[config.mk]
export PLATFORM = sky130hd
export DESIGN_NAME = resp_stream_parser
export DESIGN_NICKNAME = d
export VERILOG_FILES = /design/src/design/rsp_pkg.sv /design/src/design/rsp_stack.sv /design/src/design/rsp_core.sv /design/src/design/rsp_fifo.sv /design/src/design/resp_stream_parser.sv
export SDC_FILE = /design/constraint.sdc
export NUM_CORES = 2
export LEC_CHECK = 0
export BUFFER_PORTS_ARGS = -buffer_cell sky130_fd_sc_hd__buf_4
export CELL_PAD_IN_SITES_DETAIL_PLACEMENT = 2
export CELL_PAD_IN_SITES_GLOBAL_PLACEMENT = 2
export CORE_MARGIN = 4
export CORE_UTILIZATION = 45
export CTS_BUF_LIST = sky130_fd_sc_hd__clkbuf_16
export DETAILED_ROUTE_END_ITERATION = 10
export GPL_ROUTABILITY_DRIVEN = 0
export PLACE_DENSITY_LB_ADDON = 0.1
export SYNTH_ARGS = -nofsm -noshare
export SYNTH_HDL_FRONTEND = slang
export SYNTH_SLANG_ARGS = --single-unit
export TNS_END_PERCENT = 50
[constraint.sdc]
create_clock -name clock -period 22.1 [get_ports clock]
set_clock_uncertainty 0.05 [all_clocks]
set_input_delay 4.42 -clock clock [delete_from_list [all_inputs] [get_ports clock]]
set_output_delay 4.42 -clock clock [all_outputs]
set_load 0.02 [all_outputs]
[src/design/rsp_pkg.sv]
`timescale 1ns / 1ps
`default_nettype none
// ----------------------------------------------------------------------------
// rsp_pkg
// Shared types and constants of the RESP2 stream parser.
// ----------------------------------------------------------------------------
package rsp_pkg;

   localparam int MAX_DEPTH = 8;
   localparam int LVL_W     = $clog2(MAX_DEPTH + 1);
   localparam int IDX_W     = (MAX_DEPTH > 1) ? $clog2(MAX_DEPTH) : 1;
   localparam int CNT_W     = 63;

   // event codes
   localparam logic [3:0] EV_NONE        = 4'd0;
   localparam logic [3:0] EV_SIMPLE_BYTE = 4'd1;
   localparam logic [3:0] EV_ERROR_BYTE  = 4'd2;
   localparam logic [3:0] EV_BULK_BYTE   = 4'd3;
   localparam logic [3:0] EV_SIMPLE_END  = 4'd4;
   localparam logic [3:0] EV_ERROR_END   = 4'd5;
   localparam logic [3:0] EV_INTEGER     = 4'd6;
   localparam logic [3:0] EV_BULK_END    = 4'd7;
   localparam logic [3:0] EV_NULL_BULK   = 4'd8;
   localparam logic [3:0] EV_ARRAY_START = 4'd9;
   localparam logic [3:0] EV_BULK_START  = 4'd10;

   // error codes
   localparam logic [3:0] ERR_OK        = 4'd0;
   localparam logic [3:0] ERR_BAD_INT   = 4'd1;
   localparam logic [3:0] ERR_BAD_BLEN  = 4'd2;
   localparam logic [3:0] ERR_NEG_BULK  = 4'd3;
   localparam logic [3:0] ERR_NO_CRLF   = 4'd4;
   localparam logic [3:0] ERR_BAD_ALEN  = 4'd5;
   localparam logic [3:0] ERR_NEG_ARRAY = 4'd6;
   localparam logic [3:0] ERR_BAD_TYPE  = 4'd7;
   localparam logic [3:0] ERR_TOO_DEEP  = 4'd8;

   // stream characters
   localparam logic [7:0] CH_PLUS  = 8'h2B;
   localparam logic [7:0] CH_MINUS = 8'h2D;
   localparam logic [7:0] CH_COLON = 8'h3A;
   localparam logic [7:0] CH_DOLLAR = 8'h24;
   localparam logic [7:0] CH_STAR  = 8'h2A;
   localparam logic [7:0] CH_CR    = 8'h0D;
   localparam logic [7:0] CH_LF    = 8'h0A;
   localparam logic [7:0] CH_ZERO  = 8'h30;
   localparam logic [7:0] CH_NINE  = 8'h39;

   typedef struct packed {
      logic [3:0]         event_res;
      logic [7:0]         payload_byte;
      logic signed [63:0] number;
      logic               value_done;
      logic [3:0]         error_code;
      logic               last;
   } res_type;

   typedef struct packed {
      logic             clear;
      logic             pop;
      logic             push;
      logic [CNT_W-1:0] value;
   } stk_ctl_type;

   typedef struct packed {
      logic             done;
      logic             full;
      logic [LVL_W-1:0] level;
   } stk_sts_type;

endpackage
`default_nettype wire

[src/design/rsp_stack.sv]
`timescale 1ns / 1ps
`default_nettype none
// ----------------------------------------------------------------------------
// rsp_stack
// Open-array count stack; one finished element pops all exhausted levels.
// ----------------------------------------------------------------------------
module rsp_stack (
   input  wire logic                 clock,
   input  wire logic                 reset,
   input  wire rsp_pkg::stk_ctl_type ctl,
   output rsp_pkg::stk_sts_type      sts
);
   logic [rsp_pkg::LVL_W-1:0] level_ff;
   logic [rsp_pkg::LVL_W-1:0] level_in;
   logic [rsp_pkg::CNT_W-1:0] cnt_ff [rsp_pkg::MAX_DEPTH];
   logic [rsp_pkg::LVL_W-1:0] lvl_eff;
   logic [rsp_pkg::IDX_W-1:0] top_idx;
   logic                      any_keep;

   // highest open level whose count stays nonzero after a decrement
   always_comb begin
      lvl_eff  = ctl.clear ? '0 : level_ff;
      top_idx  = '0;
      any_keep = 1'b0;
      for (int i = 0; i < rsp_pkg::MAX_DEPTH; i++) begin
         if ((rsp_pkg::LVL_W'(i) < lvl_eff) && (cnt_ff[i] != rsp_pkg::CNT_W'(1))) begin
            top_idx  = rsp_pkg::IDX_W'(i);
            any_keep = 1'b1;
         end
      end
      if (ctl.pop) begin
         level_in = any_keep ? rsp_pkg::LVL_W'(top_idx) + rsp_pkg::LVL_W'(1) : '0;
      end else if (ctl.push) begin
         level_in = lvl_eff + rsp_pkg::LVL_W'(1);
      end else begin
         level_in = lvl_eff;
      end
   end

   assign sts.done  = !any_keep;
   assign sts.full  = (lvl_eff >= rsp_pkg::LVL_W'(rsp_pkg::MAX_DEPTH));
   assign sts.level = level_ff;

   always_ff @(posedge clock) begin
      if (reset) begin
         level_ff <= '0;
      end else begin
         level_ff <= level_in;
      end
   end

   always_ff @(posedge clock) begin
      if (ctl.pop && any_keep) begin
         cnt_ff[top_idx] <= cnt_ff[top_idx] - rsp_pkg::CNT_W'(1);
      end else if (ctl.push) begin
         cnt_ff[lvl_eff[rsp_pkg::IDX_W-1:0]] <= ctl.value;
      end
   end
endmodule
`default_nettype wire

[src/design/rsp_core.sv]
`timescale 1ns / 1ps
`default_nettype none
// ----------------------------------------------------------------------------
// rsp_core
// Per-byte parse step: phase, number accumulator, string and bulk state.
// ----------------------------------------------------------------------------
module rsp_core (
   input  wire logic                 clock,
   input  wire logic                 reset,
   input  wire logic                 fire,
   input  wire logic [7:0]           data_byte,
   input  wire logic                 restart,
   input  wire rsp_pkg::stk_sts_type stk_sts,
   output rsp_pkg::stk_ctl_type      stk_ctl,
   output logic [1:0]                res_n,
   output rsp_pkg::res_type          res0,
   output rsp_pkg::res_type          res1
);
   typedef enum logic [2:0] {
      PH_TYPE, PH_LINE, PH_NUM, PH_BODY, PH_BCR, PH_BLF
   } phase_type;

   typedef enum logic [2:0] {
      VT_SIMPLE, VT_ERROR, VT_INT, VT_BULK, VT_ARRAY
   } vt_type;

   phase_type   phase_ff, phase_in, ph_eff;
   vt_type      vtype_ff, vtype_in, vt_eff;
   logic [63:0] acc_ff, acc_in, acc_eff;
   logic        neg_ff, neg_in, neg_eff;
   logic        digit_ff, digit_in, digit_eff;
   logic        held_ff, held_in, held_eff;
   logic [62:0] bulk_ff, bulk_in, bulk_eff;
   logic        failed_ff, failed_in, failed_eff;

   logic [3:0]  num_code;
   logic [3:0]  pay_ev;
   logic [67:0] acc_next;
   logic [67:0] limit;
   logic [63:0] neg_bits;
   logic        pop_req, push_req;
   rsp_pkg::res_type r0, r1;
   logic [1:0]  n;

   function automatic rsp_pkg::res_type mk(input logic [3:0] ev, input logic [7:0] pay,
                                           input logic [63:0] num, input logic done,
                                           input logic [3:0] err);
      rsp_pkg::res_type r;
      r.event_res    = ev;
      r.payload_byte = pay;
      r.number       = num;
      r.value_done   = done;
      r.error_code   = err;
      r.last         = 1'b0;
      return r;
   endfunction

   always_comb begin
      ph_eff     = restart ? PH_TYPE : phase_ff;
      vt_eff     = restart ? VT_SIMPLE : vtype_ff;
      acc_eff    = restart ? '0 : acc_ff;
      neg_eff    = restart ? 1'b0 : neg_ff;
      digit_eff  = restart ? 1'b0 : digit_ff;
      held_eff   = restart ? 1'b0 : held_ff;
      bulk_eff   = restart ? '0 : bulk_ff;
      failed_eff = restart ? 1'b0 : failed_ff;

      phase_in  = ph_eff;
      vtype_in  = vt_eff;
      acc_in    = acc_eff;
      neg_in    = neg_eff;
      digit_in  = digit_eff;
      held_in   = held_eff;
      bulk_in   = bulk_eff;
      failed_in = failed_eff;
      pop_req   = 1'b0;
      push_req  = 1'b0;
      r0        = mk(rsp_pkg::EV_NONE, 8'd0, 64'd0, 1'b0, rsp_pkg::ERR_OK);
      r1        = r0;
      n         = 2'd0;

      if (vt_eff == VT_BULK) begin
         num_code = rsp_pkg::ERR_BAD_BLEN;
      end else if (vt_eff == VT_ARRAY) begin
         num_code = rsp_pkg::ERR_BAD_ALEN;
      end else begin
         num_code = rsp_pkg::ERR_BAD_INT;
      end
      pay_ev   = (vt_eff == VT_ERROR) ? rsp_pkg::EV_ERROR_BYTE : rsp_pkg::EV_SIMPLE_BYTE;
      // acc * 10 + digit, compared against the signed range bound
      acc_next = {1'b0, acc_eff, 3'b000} + {3'b000, acc_eff, 1'b0}
               + {60'd0, data_byte - rsp_pkg::CH_ZERO};
      limit    = neg_eff ? {4'd0, 64'h8000_0000_0000_0000}
                         : {4'd0, 64'h7FFF_FFFF_FFFF_FFFF};
      neg_bits = ~acc_eff + 64'd1;

      if (!failed_eff) begin
         unique case (ph_eff)
            PH_TYPE: begin
               acc_in   = '0;
               neg_in   = 1'b0;
               digit_in = 1'b0;
               held_in  = 1'b0;
               unique case (data_byte)
                  rsp_pkg::CH_PLUS:   begin vtype_in = VT_SIMPLE; phase_in = PH_LINE; end
                  rsp_pkg::CH_MINUS:  begin vtype_in = VT_ERROR;  phase_in = PH_LINE; end
                  rsp_pkg::CH_COLON:  begin vtype_in = VT_INT;    phase_in = PH_NUM;  end
                  rsp_pkg::CH_DOLLAR: begin vtype_in = VT_BULK;   phase_in = PH_NUM;  end
                  rsp_pkg::CH_STAR:   begin vtype_in = VT_ARRAY;  phase_in = PH_NUM;  end
                  default: begin
                     failed_in = 1'b1;
                     r0 = mk(rsp_pkg::EV_NONE, 8'd0, 64'd0, 1'b0, rsp_pkg::ERR_BAD_TYPE);
                     n  = 2'd1;
                  end
               endcase
            end
            PH_LINE: begin
               held_in = 1'b0;
               if (held_eff && data_byte == rsp_pkg::CH_LF) begin
                  phase_in = PH_TYPE;
                  pop_req  = 1'b1;
                  r0 = mk(pay_ev + 4'd3, 8'd0, 64'd0, stk_sts.done, rsp_pkg::ERR_OK);
                  n  = 2'd1;
               end else begin
                  // a held CR that is not part of CRLF goes out as payload
                  if (held_eff) begin
                     r0 = mk(pay_ev, rsp_pkg::CH_CR, 64'd0, 1'b0, rsp_pkg::ERR_OK);
                  end
                  if (data_byte == rsp_pkg::CH_CR) begin
                     held_in = 1'b1;
                     n = held_eff ? 2'd1 : 2'd0;
                  end else if (held_eff) begin
                     r1 = mk(pay_ev, data_byte, 64'd0, 1'b0, rsp_pkg::ERR_OK);
                     n  = 2'd2;
                  end else begin
                     r0 = mk(pay_ev, data_byte, 64'd0, 1'b0, rsp_pkg::ERR_OK);
                     n  = 2'd1;
                  end
               end
            end
            PH_NUM: begin
               n = 2'd1;
               if (held_eff) begin
                  held_in = 1'b0;
                  if (data_byte == rsp_pkg::CH_LF && digit_eff) begin
                     phase_in = PH_TYPE;
                     priority if (vt_eff == VT_INT) begin
                        pop_req = 1'b1;
                        r0 = mk(rsp_pkg::EV_INTEGER, 8'd0, neg_eff ? neg_bits : acc_eff,
                                stk_sts.done, rsp_pkg::ERR_OK);
                     end else if (vt_eff == VT_BULK) begin
                        if (neg_eff && acc_eff == 64'd1) begin
                           pop_req = 1'b1;
                           r0 = mk(rsp_pkg::EV_NULL_BULK, 8'd0, neg_bits, stk_sts.done,
                                   rsp_pkg::ERR_OK);
                        end else if (neg_eff && acc_eff > 64'd1) begin
                           failed_in = 1'b1;
                           r0 = mk(rsp_pkg::EV_NONE, 8'd0, 64'd0, 1'b0, rsp_pkg::ERR_NEG_BULK);
                        end else begin
                           bulk_in  = acc_eff[62:0];
                           phase_in = (acc_eff == 64'd0) ? PH_BCR : PH_BODY;
                           r0 = mk(rsp_pkg::EV_BULK_START, 8'd0, acc_eff, 1'b0, rsp_pkg::ERR_OK);
                        end
                     end else begin
                        if (neg_eff && acc_eff != 64'd0) begin
                           failed_in = 1'b1;
                           r0 = mk(rsp_pkg::EV_NONE, 8'd0, 64'd0, 1'b0,
                                   rsp_pkg::ERR_NEG_ARRAY);
                        end else if (acc_eff == 64'd0) begin
                           pop_req = 1'b1;
                           r0 = mk(rsp_pkg::EV_ARRAY_START, 8'd0, 64'd0, stk_sts.done,
                                   rsp_pkg::ERR_OK);
                        end else if (stk_sts.full) begin
                           failed_in = 1'b1;
                           r0 = mk(rsp_pkg::EV_NONE, 8'd0, 64'd0, 1'b0, rsp_pkg::ERR_TOO_DEEP);
                        end else begin
                           push_req = 1'b1;
                           r0 = mk(rsp_pkg::EV_ARRAY_START, 8'd0, acc_eff, 1'b0,
                                   rsp_pkg::ERR_OK);
                        end
                     end
                  end else begin
                     failed_in = 1'b1;
                     r0 = mk(rsp_pkg::EV_NONE, 8'd0, 64'd0, 1'b0, num_code);
                  end
               end else if (data_byte == rsp_pkg::CH_CR) begin
                  held_in = 1'b1;
                  n = 2'd0;
               end else if (data_byte == rsp_pkg::CH_MINUS && !neg_eff && !digit_eff) begin
                  neg_in = 1'b1;
                  n = 2'd0;
               end else if (data_byte >= rsp_pkg::CH_ZERO && data_byte <= rsp_pkg::CH_NINE) begin
                  if (acc_next > limit) begin
                     failed_in = 1'b1;
                     r0 = mk(rsp_pkg::EV_NONE, 8'd0, 64'd0, 1'b0, num_code);
                  end else begin
                     acc_in   = acc_next[63:0];
                     digit_in = 1'b1;
                     n = 2'd0;
                  end
               end else begin
                  failed_in = 1'b1;
                  r0 = mk(rsp_pkg::EV_NONE, 8'd0, 64'd0, 1'b0, num_code);
               end
            end
            PH_BODY: begin
               r0 = mk(rsp_pkg::EV_BULK_BYTE, data_byte, 64'd0, 1'b0, rsp_pkg::ERR_OK);
               n  = 2'd1;
               if (bulk_eff != '0) begin
                  bulk_in = bulk_eff - 63'd1;
               end
               if (bulk_eff <= 63'd1) begin
                  phase_in = PH_BCR;
               end
            end
            PH_BCR: begin
               if (data_byte == rsp_pkg::CH_CR) begin
                  phase_in = PH_BLF;
               end else begin
                  failed_in = 1'b1;
                  r0 = mk(rsp_pkg::EV_NONE, 8'd0, 64'd0, 1'b0, rsp_pkg::ERR_NO_CRLF);
                  n  = 2'd1;
               end
            end
            PH_BLF: begin
               n = 2'd1;
               if (data_byte == rsp_pkg::CH_LF) begin
                  phase_in = PH_TYPE;
                  pop_req  = 1'b1;
                  r0 = mk(rsp_pkg::EV_BULK_END, 8'd0, 64'd0, stk_sts.done, rsp_pkg::ERR_OK);
               end else begin
                  failed_in = 1'b1;
                  r0 = mk(rsp_pkg::EV_NONE, 8'd0, 64'd0, 1'b0, rsp_pkg::ERR_NO_CRLF);
               end
            end
            default: begin
               phase_in = PH_TYPE;
            end
         endcase
      end

      if (n == 2'd1) begin
         r0.last = 1'b1;
      end
      if (n == 2'd2) begin
         r1.last = 1'b1;
      end
   end

   assign stk_ctl.clear = fire && restart;
   assign stk_ctl.pop   = fire && pop_req;
   assign stk_ctl.push  = fire && push_req;
   assign stk_ctl.value = acc_eff[62:0];
   assign res_n = fire ? n : 2'd0;
   assign res0  = r0;
   assign res1  = r1;

   always_ff @(posedge clock) begin
      if (reset) begin
         phase_ff  <= PH_TYPE;
         vtype_ff  <= VT_SIMPLE;
         acc_ff    <= '0;
         neg_ff    <= 1'b0;
         digit_ff  <= 1'b0;
         held_ff   <= 1'b0;
         bulk_ff   <= '0;
         failed_ff <= 1'b0;
      end else if (fire) begin
         phase_ff  <= phase_in;
         vtype_ff  <= vtype_in;
         acc_ff    <= acc_in;
         neg_ff    <= neg_in;
         digit_ff  <= digit_in;
         held_ff   <= held_in;
         bulk_ff   <= bulk_in;
         failed_ff <= failed_in;
      end
   end
endmodule
`default_nettype wire

[src/design/rsp_fifo.sv]
`timescale 1ns / 1ps
`default_nettype none
// ----------------------------------------------------------------------------
// rsp_fifo
// Four-entry result queue; takes up to two results a cycle, gives one.
// ----------------------------------------------------------------------------
module rsp_fifo (
   input  wire logic             clock,
   input  wire logic             reset,
   input  wire logic [1:0]       wr_n,
   input  wire rsp_pkg::res_type wr0,
   input  wire rsp_pkg::res_type wr1,
   output logic                  room,
   output logic                  rd_valid,
   input  wire logic             rd_take,
   output rsp_pkg::res_type      rd_data
);
   rsp_pkg::res_type mem_ff [4];
   logic [1:0] wp_ff, wp_in, rp_ff, rp_in;
   logic [2:0] cnt_ff, cnt_in;
   logic       take;

   assign rd_valid = (cnt_ff != 3'd0);
   assign take     = rd_valid && rd_take;
   assign room     = (cnt_ff <= 3'd2);
   assign rd_data  = mem_ff[rp_ff];
   assign wp_in    = wp_ff + wr_n;
   assign rp_in    = rp_ff + {1'b0, take};
   assign cnt_in   = cnt_ff + {1'b0, wr_n} - {2'b00, take};

   always_ff @(posedge clock) begin
      if (reset) begin
         wp_ff  <= '0;
         rp_ff  <= '0;
         cnt_ff <= '0;
      end else begin
         wp_ff  <= wp_in;
         rp_ff  <= rp_in;
         cnt_ff <= cnt_in;
      end
   end

   always_ff @(posedge clock) begin
      if (wr_n != 2'd0) begin
         mem_ff[wp_ff] <= wr0;
      end
      if (wr_n == 2'd2) begin
         mem_ff[wp_ff + 2'd1] <= wr1;
      end
   end
endmodule
`default_nettype wire

[src/design/resp_stream_parser.sv]
`timescale 1ns / 1ps
`default_nettype none
// ----------------------------------------------------------------------------
// resp_stream_parser
// Byte-serial RESP2 reply parser with bounded array nesting.
// ----------------------------------------------------------------------------
// Output: the results of a taken byte are registered in the result queue and leave it in order on rsp_.
// Throughput: one byte per cycle while each byte gives at most one result;
//   a byte with two results (CR released as payload) takes two queue entries;
//   input stalls while the four-entry result queue holds three or more.
// Reset: synchronous, clears parser state and the queue; the count stack
//   entries are written before use and are not cleared.
// ----------------------------------------------------------------------------
module resp_stream_parser (
   input  wire logic        clock,
   input  wire logic        reset,
   input  wire logic        req_valid,
   output logic             req_stall,
   input  wire logic [7:0]  req_data_byte,
   input  wire logic        req_restart,
   output logic             rsp_valid,
   input  wire logic        rsp_stall,
   output logic [3:0]       rsp_event_res,
   output logic [7:0]       rsp_payload_byte,
   output logic signed [63:0] rsp_number,
   output logic             rsp_value_done,
   output logic [3:0]       rsp_error_code,
   output logic             rsp_last
);
   rsp_pkg::stk_ctl_type stk_ctl;
   rsp_pkg::stk_sts_type stk_sts;
   rsp_pkg::res_type     res0, res1, head;
   logic [1:0]           res_n;
   logic                 room;
   logic                 fire;

   // a byte is taken only when the queue can hold both possible results
   assign req_stall = !room;
   assign fire      = req_valid && room;

   rsp_core u_core (
      .clock     (clock),
      .reset     (reset),
      .fire      (fire),
      .data_byte (req_data_byte),
      .restart   (req_restart),
      .stk_sts   (stk_sts),
      .stk_ctl   (stk_ctl),
      .res_n     (res_n),
      .res0      (res0),
      .res1      (res1)
   );

   // open-array counts; pops cascade in the same cycle as the element end
   rsp_stack u_stack (
      .clock (clock),
      .reset (reset),
      .ctl   (stk_ctl),
      .sts   (stk_sts)
   );

   rsp_fifo u_fifo (
      .clock    (clock),
      .reset    (reset),
      .wr_n     (res_n),
      .wr0      (res0),
      .wr1      (res1),
      .room     (room),
      .rd_valid (rsp_valid),
      .rd_take  (!rsp_stall),
      .rd_data  (head)
   );

   assign rsp_event_res    = head.event_res;
   assign rsp_payload_byte = head.payload_byte;
   assign rsp_number       = head.number;
   assign rsp_value_done   = head.value_done;
   assign rsp_error_code   = head.error_code;
   assign rsp_last         = head.last;

   a_two_max: assert property (@(posedge clock) disable iff (reset)
      res_n != 2'd3) else $error("more than two results for one byte");

   a_level_bound: assert property (@(posedge clock) disable iff (reset)
      stk_sts.level <= rsp_pkg::LVL_W'(rsp_pkg::MAX_DEPTH))
      else $error("stack level past depth");

   a_last_mark: assert property (@(posedge clock) disable iff (reset)
      res_n == 2'd2 |-> !res0.last && res1.last)
      else $error("last mark misplaced on a two-result transfer");

   a_push_pop: assert property (@(posedge clock) disable iff (reset)
      !(stk_ctl.push && stk_ctl.pop)) else $error("push and pop together");
endmodule
`default_nettype wire
Word-level counts from Yosys, hierarchy flattened. Memory sizes are Yosys's and may differ from the RTL's. A register that Yosys moved wholly into a read port is not among the register bits. Index checks and enable logic that the tools add are counted.

Multiply operators: 0. Order comparisons: 15. Add/subtract/negate cells: 14. Muxes and demuxes: 176. Eq/ne operators: 28. Reduce and logical (&&, ||, !) cells: 38. Bitwise operators: 1. Divide/modulo/power cells: 0. Shift-type cells: 0.

Operators with widths (count): $mux W82 (21); $mux W63 (10); $mux W64 (9); $ne A63 B1 Y1 const B (8); $pmux W82 S6 (1); $pmux W64 S2 (1); $pmux W63 S2 (1); $sub A63 B1 Y63 const B (2); $mux W81 (1); $mux W1 (79); $add A67 B65 Y68 (1); $add A68 B8 Y68 (1); $gt A68 B68 Y1 (1); $mux W3 (22); $add A64 B1 Y64 const B (1); $eq A64 B1 Y1 const B (1); $gt A64 B1 Y1 const B (1); $logic_not A64 Y1 (1); $not A64 Y64 (1); $reduce_bool A64 Y1 (1); $le A63 B1 Y1 const B (1); $reduce_bool A63 Y1 (1); $reduce_or A63 Y1 (1); $eq A8 B6 Y1 const B (5); other kinds (40) (100).

Bits in read-only memories: 0. Memory bits (writable): 832. Latch bits: 0. Register bits: 148. Memories: 2. Logic and storage cells: 286. Output and inout bits: 84.

Memory list: u_stack.cnt_ff (depth 8, bits a word 63, read ports 9, clocked after memory_dff 0, write ports 1, RTL line rsp_stack.sv:15) `logic [rsp_pkg::CNT_W-1:0] cnt_ff [rsp_pkg::MAX_DEPTH];`; u_fifo.mem_ff (depth 4, bits a word 82, read ports 1, clocked after memory_dff 1, write ports 2, RTL line rsp_fifo.sv:18) `rsp_pkg::res_type mem_ff [4];`.

Logic depth before layout (Yosys ltp).
Depth in word-level cells: 24. Gate-level depth with buffers: 42. Mapped depth without buffers: 34.

Modules after synthesis. From an unflattened synthesis, not the netlist that was laid out.

Cells, all modules: 5454. Area total of the unflattened synthesis: 58688.8 µm².

Modules (own cells, without submodules): rsp_stack (cells an instance 1876, area each 23412.5 µm², instances 1); rsp_core (cells an instance 2737, area each 18910.6 µm², instances 1); rsp_fifo (cells an instance 838, area each 16351.9 µm², instances 1); resp_stream_parser (cells an instance 3, area each 13.8 µm², instances 1).

Worst setup path after synthesis. OpenSTA, ideal clock, no wires.

Path kind: in2reg. Start point: input req_restart. End point: memory u_fifo.mem_ff[3][0] (netlist bit), enable pin. Data arrival time: 13.835 ns. Cell stages on the path: 41. Path buffers: 13. Slack: 7.889 ns. Library setup time: 0.326 ns. Cell sequence: clkbuf_1 -> buf_1 -> clkbuf_1 -> buf_1 -> clkbuf_1 -> clkbuf_1 -> clkbuf_1 -> buf_1 -> clkbuf_1 -> nor2b_1 -> ha_1 -> ha_1 -> nand4_1 -> nor4_1 -> o32ai_1 -> nor4b_1 -> nor3b_1 -> o21ai_0 -> (+5 left out) -> xor2_1 -> ha_1 -> a21o_1 -> a21o_1 -> a21oi_1 -> o21ai_0 -> a211o_1 -> nor4_1 -> nor4bb_1 -> o311ai_0 -> or3_1 -> buf_2 -> a31o_2 -> nand3_1 -> clkbuf_1 -> buf_2 -> buf_2 -> nand2_1.

RTL lines: from (decl) (RTL line resp_stream_parser.sv:20) `input wire logic req_restart,`; to (decl) (RTL line rsp_fifo.sv:18).

==> results.py <==
metrics = {
    "sta": {
        "worst_pin_slew_ns": 1.56,
        "drv_slew": 14,
        "rsz0062_at_grt": "false",
        "fin_crit_sh_pct": 68.5,
        "finalSetupTns_ns": 0,
        "finalHoldViolCount": 0,
        "period_minus_slack_ns": 15.13,
        "fmax_mhz": 66.1,
        "setup_violations": 0,
        "holdWs_ns": 0.424,
        "relSlewSlack_pct": -4.36,
        "setup_ws_ns": 6.97,
    },
    "global_routing": {
        "first_global_vias": 54317,
        "grt_usage_pct": 41.2,
        "antenna_found_initial": 21,
        "gr-total-overflow": 0,
        "grt_max_degree": 156,
        "grt_pass1_wl_um": 389000,
    },
    "power_and_ir_drop": {
        "leakagePower_nw": 24.9,
        "p_total_w": 0.00437,
        "power_density_nw_per_um2": 72.3,
        "peakVddDrop_v": 0.0000697,
    },
    "critical_path": {
        "crit_fanout": 98,
        "crit_top_cell": "buf_4",
        "slowest_stage": "buf_4",
        "end_kind": "flip-flop",
        "worstPathRequired_ns": 22.64,
        "cp.arrival_ns": 15.67,
        "critPathLaunchType": "input pin",
        "critPathKind": "input pin to flip-flop",
        "slowest_delay_ns": 0.86,
    },
    "run_status": {
        "violations": "max-capacitance violations, max-slew violations",
        "status": "finished, violations left",
    },
    "logic_synthesis": {
        "ys_async_sr_fraction_pct": 0,
        "ys.warnings.count": 0,
        "ys_types": 98,
        "netlist_area_um2": 54700,
        "avgSynthCellArea_um2": 9.62,
        "netlist_instances": 5688,
        "syn_nets": 5914,
        "synth_seq_area_share_pct": 45.9,
        "synth_flop_cell": "edfxtp_1",
        "synth_edf_count": 548,
        "synth_seq_cells": 980,
    },
    "clock_network": {
        "clk_pin_slew_ns": 0.06,
        "cts_buffers": 110,
        "clkSinkCount": 980,
        "postCtsHoldBufs": 0,
        "cts_root_buffer": "clkbuf_16",
        "post_cts_buffers": 0,
        "clock_latency_ns": 0.79,
        "cts_tree": "yes",
        "clk_path_buf_depth": 3,
        "ctsResizeCount": 0,
        "htree_levels": 3,
    },
    "job": {
        "cap_violations": 3,
    },
    "detailed_routing": {
        "ant_nets": 0,
        "drtIter0Drc": 6769,
        "dr.pass1.iters": 5,
        "drc": 0,
        "wirelength_um": 269000,
        "wire_per_inst_um": 36.7,
        "dr_total_vias": 52348,
        "viasPerCell": 7.14,
    },
    "final_layout": {
        "area_growth_pct": 10.5,
        "final_common_cell": "edfxtp_1",
        "final_nets": 5841,
        "mostFrequentLayoutCells": "edfxtp_1 (548), o21ai_0 (547), nor2_1 (489)",
        "fin_util_pct": 50.3,
        "drive_gt1_share_pct": 10.3,
        "nFillCells": 12499,
    },
    "placed_design": {
        "place_hpwl_um": 185000,
        "io_buffers": 96,
        "place_ws_ns": 6.77,
    },
    "hold_path": {
        "min_path_type": "flip-flop to flip-flop",
    },
    "die": {
        "die_y_um": 357,
        "rows": 127,
        "io_pins": 97,
        "fp.coreArea_um2": 120000,
        "initial_core_util_pct": 45.5,
        "die_w_um": 357,
        "fp.dieArea_um2": 127000,
    },
}
==> logic make-up (layout without fill, tap and decap cells) <==
kind of cell | after synthesis | count (layout) | synth area share [%]
buf+inv | 475 | 497 | 3.67
flops | 980 | 980 | 45.9
simple gates | 2046 | 2046 | 18.4
mux | 281 | 281 | 7.13
xor+xnor | 173 | 173 | 2.77
other cells | 0 | 13 | 0
compound gates | 1520 | 1520 | 17.2
fa+ha+maj | 213 | 213 | 4.97
==> flip-flops by register name, summed over array words and instances (netlist names) <==
name,cells
u_stack.cnt_ff,504
u_fifo.mem_ff,328
u_core.acc_ff,64
u_core.bulk_ff,63
u_stack.level_ff,4
u_core.phase_ff,3
u_core.vtype_ff,3
u_fifo.cnt_ff,3
u_fifo.rp_ff,2
u_fifo.wp_ff,2
u_core.digit_ff,1
u_core.failed_ff,1
u_core.held_ff,1
u_core.neg_ff,1
==> path summary, 6_finish.rpt <==
kind                                      from                                 to  slack (ns)  cells after the start
max                                req_restart  u_fifo.mem_ff[1][27]$_SDFFE_PP0P_        6.97                     33
min          u_fifo.mem_ff[2][18]$_SDFFE_PP0P_  u_fifo.mem_ff[2][18]$_SDFFE_PP0P_        0.42                      2
min reg2reg  u_fifo.mem_ff[2][18]$_SDFFE_PP0P_  u_fifo.mem_ff[2][18]$_SDFFE_PP0P_        0.42                      2
max reg2reg      u_core.acc_ff[0]$_SDFFE_PP0P_  u_fifo.mem_ff[1][27]$_SDFFE_PP0P_       10.92                     30
==> layer usage <==
metal | routed length [um] | global-route usage [%]
met5 | 101 | 0
met1 | 107000 | 53.9
met2 | 117000 | 62.3
met4 | 14300 | 18.5
met3 | 30900 | 13.3
==> synth_stat cells, types with 21 or more instances <==
| master | count | area, um^2 |
|---|---|---|
| xnor2_1 | 102 | 893 |
| a21oi_1 | 329 | 1650 |
| and3_1 | 22 | 138 |
| a22oi_1 | 84 | 631 |
| and2_1 | 30 | 188 |
| nand3_1 | 472 | 2360 |
| dfxtp_1 | 432 | 8650 |
| xor2_1 | 71 | 622 |
| nor2b_1 | 87 | 544 |
| o22ai_1 | 43 | 269 |
| clkbuf_1 | 299 | 1120 |
| o21ai_0 | 547 | 2740 |
| a21o_1 | 93 | 698 |
| o31ai_1 | 32 | 240 |
| o211ai_1 | 26 | 195 |
| inv_1 | 73 | 274 |
| buf_2 | 34 | 170 |
| or3_1 | 34 | 213 |
| mux2i_1 | 178 | 1780 |
| ha_1 | 206 | 2580 |
| nor4_1 | 149 | 932 |
| a32o_1 | 21 | 210 |
| nor3_1 | 96 | 480 |
| nand2_1 | 442 | 1660 |
| edfxtp_1 | 548 | 16500 |
| a211oi_1 | 22 | 165 |
| mux4_2 | 85 | 1910 |
| nor2_1 | 504 | 1890 |
| or2_2 | 24 | 150 |
| o2bb2ai_1 | 26 | 228 |
| buf_1 | 38 | 143 |
| a31oi_1 | 77 | 482 |
| nand4_1 | 67 | 419 |
==> cell type report <==
type,count,area (um^2),share of cell area (%)
Clock buffer,114,2850,4.72
Multi-Input combinational cell,4233,27800,46.0
Timing Repair Buffer,214,1620,2.68
Inverter,76,287,0.474
Sequential cell,980,25100,41.5
Antenna cell,13,32.5,0.0538
Clock inverter,93,706,1.17
Tap cell,1612,2020,3.34
==> through the flow <==
step,cells,instance area (um^2)
5_1_grt,7322,60400
4_1_cts,7322,60400
3_3_place_gp,7115,56900
3_5_place_dp,7115,56900
6_report,7335,60500
2_1_floorplan,5688,54700
==> power by group <==
group	internal, W	switching [W]
sequential	0.00194	0.0000563
combinational	0.000159	0.000346
clock	0.00102	0.000857
==> worst max-delay path: cells and delay by family <==
kind | cells | cell delay (ns)
xor+xnor | 1 | 0.28
fa+ha+maj | 3 | 1.06
compound gates | 15 | 4.04
simple gates | 9 | 2.81
buf+inv | 5 | 2.87
(Power assumes the default switching activity.)
